## config.mk

```make
export PLATFORM = sky130hd
export DESIGN_NAME = pva_norm
export DESIGN_NICKNAME = d
export VERILOG_FILES = /design/src/pva_pkg.sv /design/src/pva_norm.sv
export SDC_FILE = /design/constraint.sdc
export NUM_CORES = 1
export LEC_CHECK = 0
export BUFFER_PORTS_ARGS = -buffer_cell sky130_fd_sc_hd__buf_2
export CORE_UTILIZATION = 35
export DETAILED_ROUTE_END_ITERATION = 16
export HOLD_SLACK_MARGIN = 0.08
export RECOVER_POWER = 100
export SETUP_SLACK_MARGIN = 0.4
export SLEW_MARGIN = 0
export SYNTH_ARGS = -nofsm -noshare
export SYNTH_HDL_FRONTEND = slang
export SYNTH_SLANG_ARGS = --single-unit
```

## constraint.sdc

```tcl
create_clock -name clk -period 3.6 [get_ports clk]
set_input_delay 0.54 -clock clk [delete_from_list [all_inputs] [get_ports clk]]
set_output_delay 0.54 -clock clk [all_outputs]
set_load 0.03 [all_outputs]
```

## src/pva_pkg.sv

```systemverilog
// Package for the polygon vertex angle block.
// Holds payload types, stage structs, fixed widths and the CORDIC arctangent table.
// No dependencies.
package pva_pkg;

	localparam int COORD_BITS          = 16;
	localparam int ANGLE_FRAC_BITS_DEF = 7;
	localparam int CORDIC_STAGES_DEF   = 16;

	localparam int EDGE_BITS     = 21;
	localparam int PROD_BITS     = 2 * EDGE_BITS;
	localparam int VEC_BITS      = 45;
	localparam int MAG_BITS      = 41;
	localparam int ACC_BITS      = 32;
	localparam int ANGLE_BITS    = 16;
	localparam int ATAN_IDX_BITS = 5;

	localparam logic [ACC_BITS-1:0] HALF_TURN = 32'h8000_0000;

	typedef struct packed {
		logic signed [COORD_BITS-1:0] prev_x;
		logic signed [COORD_BITS-1:0] prev_y;
		logic signed [COORD_BITS-1:0] here_x;
		logic signed [COORD_BITS-1:0] here_y;
		logic signed [COORD_BITS-1:0] next_x;
		logic signed [COORD_BITS-1:0] next_y;
	} pva_in_t;

	typedef struct packed {
		logic [ANGLE_BITS-1:0] angle_deg;
		logic                  degenerate;
	} pva_out_t;

	typedef struct packed {
		logic                       valid;
		logic                       degen;
		logic signed [VEC_BITS-1:0] x;
		logic signed [VEC_BITS-1:0] y;
	} pva_vec_t;

	typedef struct packed {
		logic                       valid;
		logic                       degen;
		logic signed [VEC_BITS-1:0] x;
		logic signed [VEC_BITS-1:0] y;
		logic [ACC_BITS-1:0]        acc;
	} pva_rot_t;

	typedef struct packed {
		logic                valid;
		logic                degen;
		logic [ACC_BITS-1:0] acc;
	} pva_ang_t;

	// arctan(2^-i) in binary angle units, one turn = 2^32
	function automatic logic [ACC_BITS-1:0] atan_turn(input logic [ATAN_IDX_BITS-1:0] idx);
		logic [ACC_BITS-1:0] r;
		case (idx)
			5'd0:    r = 32'h20000000;
			5'd1:    r = 32'h12E4051E;
			5'd2:    r = 32'h09FB385B;
			5'd3:    r = 32'h051111D4;
			5'd4:    r = 32'h028B0D43;
			5'd5:    r = 32'h0145D7E1;
			5'd6:    r = 32'h00A2F61E;
			5'd7:    r = 32'h00517C55;
			5'd8:    r = 32'h0028BE53;
			5'd9:    r = 32'h00145F2F;
			5'd10:   r = 32'h000A2F98;
			5'd11:   r = 32'h000517CC;
			5'd12:   r = 32'h00028BE6;
			5'd13:   r = 32'h000145F3;
			5'd14:   r = 32'h0000A2F9;
			5'd15:   r = 32'h0000517C;
			5'd16:   r = 32'h000028BE;
			5'd17:   r = 32'h0000145F;
			5'd18:   r = 32'h00000A2F;
			5'd19:   r = 32'h00000517;
			5'd20:   r = 32'h0000028B;
			5'd21:   r = 32'h00000145;
			5'd22:   r = 32'h000000A2;
			5'd23:   r = 32'h00000051;
			5'd24:   r = 32'h00000028;
			5'd25:   r = 32'h00000014;
			5'd26:   r = 32'h0000000A;
			5'd27:   r = 32'h00000005;
			5'd28:   r = 32'h00000002;
			5'd29:   r = 32'h00000001;
			default: r = 32'h00000000;
		endcase
		return r;
	endfunction

endpackage

```

## src/pva_norm.sv

```systemverilog
// Normalizer: scales dot and cross up until the larger magnitude reaches 2^40,
// then folds the left half plane onto the right. Four register stages; depends on pva_pkg.
module pva_norm (
	input  logic              clk,
	input  logic              arst_n,
	input  logic              en,
	input  pva_pkg::pva_vec_t vec,
	output pva_pkg::pva_rot_t rot
);

	localparam int VB = pva_pkg::VEC_BITS;
	localparam int MB = pva_pkg::MAG_BITS;
	localparam int AB = pva_pkg::ACC_BITS;

	logic                 valid_s1, valid_s2, valid_s3, valid_s4;
	logic                 degen_s1, degen_s2, degen_s3, degen_s4;
	logic signed [VB-1:0] x_s1, y_s1, x_s2, y_s2, x_s3, y_s3, x_s4, y_s4;
	logic [MB-1:0]        m_s1, m_s2;
	logic [AB-1:0]        acc_s4;

	logic [VB-1:0]        ax, ay;
	logic signed [VB-1:0] xa, ya, xb, yb;
	logic [MB-1:0]        ma, mb;

	assign ax = vec.x[VB-1] ? -vec.x : vec.x;
	assign ay = vec.y[VB-1] ? -vec.y : vec.y;

	// coarse shifts by 32, 16, 8
	always_comb begin
		xa = x_s1;
		ya = y_s1;
		ma = m_s1;
		for (int j = 5; j >= 3; j--) begin
			if ((ma >> (MB - (1 << j))) == '0) begin
				xa = xa <<< (1 << j);
				ya = ya <<< (1 << j);
				ma = ma << (1 << j);
			end
		end
	end

	// fine shifts by 4, 2, 1
	always_comb begin
		xb = x_s2;
		yb = y_s2;
		mb = m_s2;
		for (int j = 2; j >= 0; j--) begin
			if ((mb >> (MB - (1 << j))) == '0) begin
				xb = xb <<< (1 << j);
				yb = yb <<< (1 << j);
				mb = mb << (1 << j);
			end
		end
	end

	always_ff @(posedge clk or negedge arst_n) begin
		if (!arst_n) begin
			valid_s1 <= 1'b0;
			valid_s2 <= 1'b0;
			valid_s3 <= 1'b0;
			valid_s4 <= 1'b0;
		end else if (en) begin
			valid_s1 <= vec.valid;
			valid_s2 <= valid_s1;
			valid_s3 <= valid_s2;
			valid_s4 <= valid_s3;
		end
	end

	always_ff @(posedge clk) begin
		if (en) begin
			degen_s1 <= vec.degen;
			x_s1     <= vec.x;
			y_s1     <= vec.y;
			m_s1     <= ax[MB-1:0] | ay[MB-1:0];
			degen_s2 <= degen_s1;
			x_s2     <= xa;
			y_s2     <= ya;
			m_s2     <= ma;
			degen_s3 <= degen_s2;
			x_s3     <= xb;
			y_s3     <= yb;
			degen_s4 <= degen_s3;
			if (x_s3 < 0) begin
				x_s4   <= -x_s3;
				y_s4   <= -y_s3;
				acc_s4 <= pva_pkg::HALF_TURN;
			end else begin
				x_s4   <= x_s3;
				y_s4   <= y_s3;
				acc_s4 <= '0;
			end
		end
	end

	assign rot.valid = valid_s4;
	assign rot.degen = degen_s4;
	assign rot.x     = x_s4;
	assign rot.y     = y_s4;
	assign rot.acc   = acc_s4;

endmodule

```

==> flow_metrics.py <==
metrics = {
    "power": {
        "leakage_nw": 8.45,
        "total_power_mw": 13.0,
        "ir_worst_vdd_v": 0.000303,
        "powerDensity_nw_per_um2": 525,
    },
    "placement": {
        "dpl-instance-area_um2": 23600,
        "dp_hpwl_um": 43600,
        "placed_cells": 2622,
        "gp_congestion": 0.909,
        "io_buffers": 187,
    },
    "clock_tree": {
        "h-tree-depth": 2,
        "numCtsBuffers": 46,
        "clkTransAtPathRegs_ns": 0.06,
        "cts_tree": "done",
        "clkSinkCount": 417,
        "clockBufferDepth": 3,
        "clk_latency_ns": 0.57,
        "cts_root_buf": "clkbuf_16",
    },
    "critical_path": {
        "critical_path_class": "reg -> reg",
        "reg2reg_from": "x_s3[20]",
        "r2r_cells": 6,
        "path_depth": 6,
        "path_max_fanout": 7,
        "required_ns": 3.91,
        "crit_path_end": "x_s4[35]",
        "cp.arrival_ns": 3.54,
        "cp_common_cell": "or4_1",
        "cp-start-kind": "flop",
        "r2r_setup_slack_ns": 0.37,
        "end_kind": "flop",
        "worst_path_max_delay_cell": "or4b_4",
        "crit_family": "simple AND/OR/NAND/NOR gates",
        "slowest_delay_ns": 0.66,
        "cp_cell_sequence": "or4_1 > or4_1 > or3_1 > or4b_4 > o21ai_0 > xnor2_1",
        "critPathLaunch": "x_s3[20]",
        "r2r-end": "x_s4[35]",
        "crit_buf_inv": 0,
    },
    "logic_synthesis": {
        "synthArstFlopShare_pct": 0.959,
        "yosysSeqAreaShare_pct": 57.7,
        "ys_seq_elements": 417,
        "yosysUniqueCellTypes": 59,
        "syn_inst": 1702,
        "synth_top_area_share_pct": 57.2,
        "synth.avg_cell_area_um2": 12.7,
        "syn_area_um2": 21700,
        "yosysMostFrequentCell": "edfxtp_1",
        "synth.area.top_cells": "edfxtp_1, mux2i_1, mux2_2",
        "yosysTopAreaCell": "edfxtp_1",
        "yosysWarnings": 0,
        "synth-edff-count": 413,
        "synth_flop_cell": "edfxtp_1",
        "synth_common_cells": "edfxtp_1, mux2i_1, nand2_1",
    },
    "timing": {
        "fmax_mhz": 310,
        "finalSetupTns_ns": 0,
        "worst_pin_slew_ns": 2.12,
        "finClkSkew_ns": 0.0162,
        "post-route-period-util_pct": 89.6,
        "rsz0062_at_grt": "no",
        "finalSetupViolCount": 0,
        "hold_viol": 0,
        "slew_violations": 348,
        "min_period_ns": 3.23,
        "slew_headroom_pct": -41.1,
    },
    "floorplan": {
        "die_y_um": 251,
        "die_w_um": 251,
        "num_rows": 90,
        "io_pins": 219,
        "initial_core_util_pct": 35.6,
        "die-area_um2": 62900,
        "core_um2": 60800,
    },
    "hold_path": {
        "hold_path_class": "in -> reg",
    },
    "global_route": {
        "grtUsageTotal_pct": 17.7,
        "grt_pass1_vias": 13901,
        "grt_overflow": 0,
        "grt_max_degree": 93,
        "antenna_found_initial": 0,
        "grt_pass1_wl_um": 85400,
    },
    "route": {
        "first_pass_iters": 6,
        "wire_per_inst_um": 21.0,
        "antenna_left": 0,
        "wl_um": 56800,
        "drt_iter0_drc": 1036,
        "drc": 0,
        "vias": 14183,
        "via_per_inst": 5.24,
    },
    "final_layout": {
        "finalInstanceArea_um2": 24700,
        "layout.nets": 1989,
        "areaGrowthSynthToFinish_pct": 14.0,
        "antenna_cells": 0,
        "drive_gt1_share_pct": 13.1,
        "layout.cells.non_filler": 2707,
    },
    "run": {
        "max-cap-violations": 6,
    },
    "outcome": {
        "violations": "max-capacitance violations, max-slew violations",
        "status": "complete, but fails checks",
    },
}
## cell usage in the layout, fill, tap and decap left out, drive strengths merged, types with 6 or more instances in the layout
cell type and count:
clkbuf 251, or3 19, mux2i 161, xor2 65
and2 20, inv 14, conb 31, a311oi 6
a211oi 10, mux2 126, or2 13, nor2 67
nor3 18, nand2b 9, nand3 19, nand4 7
o31ai 47, buf 33, o41ai 28, a21oi 86
or4 31, clkinv 20, o21ai 74, edfxtp 413
xnor2 93, a2bb2oi 10, a22oi 16, a221oi 16
a221o 6, nand2 148, nor4 23
## power breakdown
group / internal (mW) / total, mW / switching (mW)
sequential: 6.02 / 6.38 / 0.360
clock: 2.67 / 4.55 / 1.88
combinational: 0.746 / 2.04 / 1.29
## through the flow
stage,util (%),worst slack [ns],hold WS [ns]
6_report,40.6,0.373,0.145
3_5_place_dp,38.7,0.425,0.346
4_1_cts,41.2,0.448,0.115
2_1_floorplan,-,0.632,0.244
3_3_place_gp,38.7,0.431,0.343
5_1_grt,40.6,0.207,0.122
## area by class of cell
cell class | count | area, µm²
Fill cell | 5825 | 36100
Clock buffer | 55 | 1210
Tap cell | 782 | 978
Clock inverter | 28 | 248
Sequential cell | 417 | 12500
Inverter | 12 | 45.0
Multi-Input combinational cell | 1183 | 8680
Timing Repair Buffer | 230 | 1040
## routing by layer
layer  global-route usage [%]  vias up  share of wire [%]
met2                     27.5      484                 45
met1                     24.6     6767                 47
met4                     5.87        0                2.9
met3                     3.38       81                5.7
met5                        0        -                  0
li1                         -     6851                  -
## cells by family after synthesis
group,count (synthesis),synth area share (%)
fa+ha+maj,4,0.231
flops,417,57.7
simple gates,389,8.91
mux,287,14.0
other cells,1,0.0173
buf+inv,132,2.94
xor+xnor,158,6.38
compound gates,314,9.85
## worst min-delay path by stage
| stage | slack [ns] | start | endpoint | cells past startpoint |
|---|---|---|---|---|
| 3_3_place_gp | 0.34 | arst_n | valid_s1 | 1 |
| 2_1_floorplan | 0.24 | arst_n | valid_s1 | 0 |
| 3_5_place_dp | 0.35 | arst_n | valid_s4 | 1 |
| 5_1_grt | 0.12 | vec[87] | x_s1[42] | 1 |
| 4_1_cts | 0.11 | vec[88] | x_s1[43] | 1 |
| 6_report | 0.15 | vec[86] | x_s1[41] | 1 |
## timing repair
item | CTS | global route
resized for setup | 0 | 2
endpoints found under the setup margin | 0 | 16
buffers inserted | 0 | 1
hold buffers | 1 | 0
endpoints found under the hold margin | 4 | 0
## worst register-to-register path, cell delays in order (launching register included)
cell and delay [ns]:
edfxtp_1 0.41, or4_1 0.60, or4_1 0.51, or3_1 0.47
or4b_4 0.66, o21ai_0 0.23, xnor2_1 0.10
## state kept, by name (all words and copies together), names as in the netlist
| register | cells |
|---|---|
| x_s1 | 45 |
| x_s2 | 45 |
| x_s3 | 45 |
| x_s4 | 45 |
| y_s1 | 45 |
| y_s2 | 45 |
| y_s3 | 45 |
| y_s4 | 45 |
| m_s1 | 41 |
| m_s2 | 7 |
| acc_s4 | 1 |
| degen_s1 | 1 |
| degen_s2 | 1 |
| degen_s3 | 1 |
| degen_s4 | 1 |
| valid_s1 | 1 |
| valid_s2 | 1 |
| valid_s3 | 1 |
| valid_s4 | 1 |
Power figures use the tool's default switching activity.
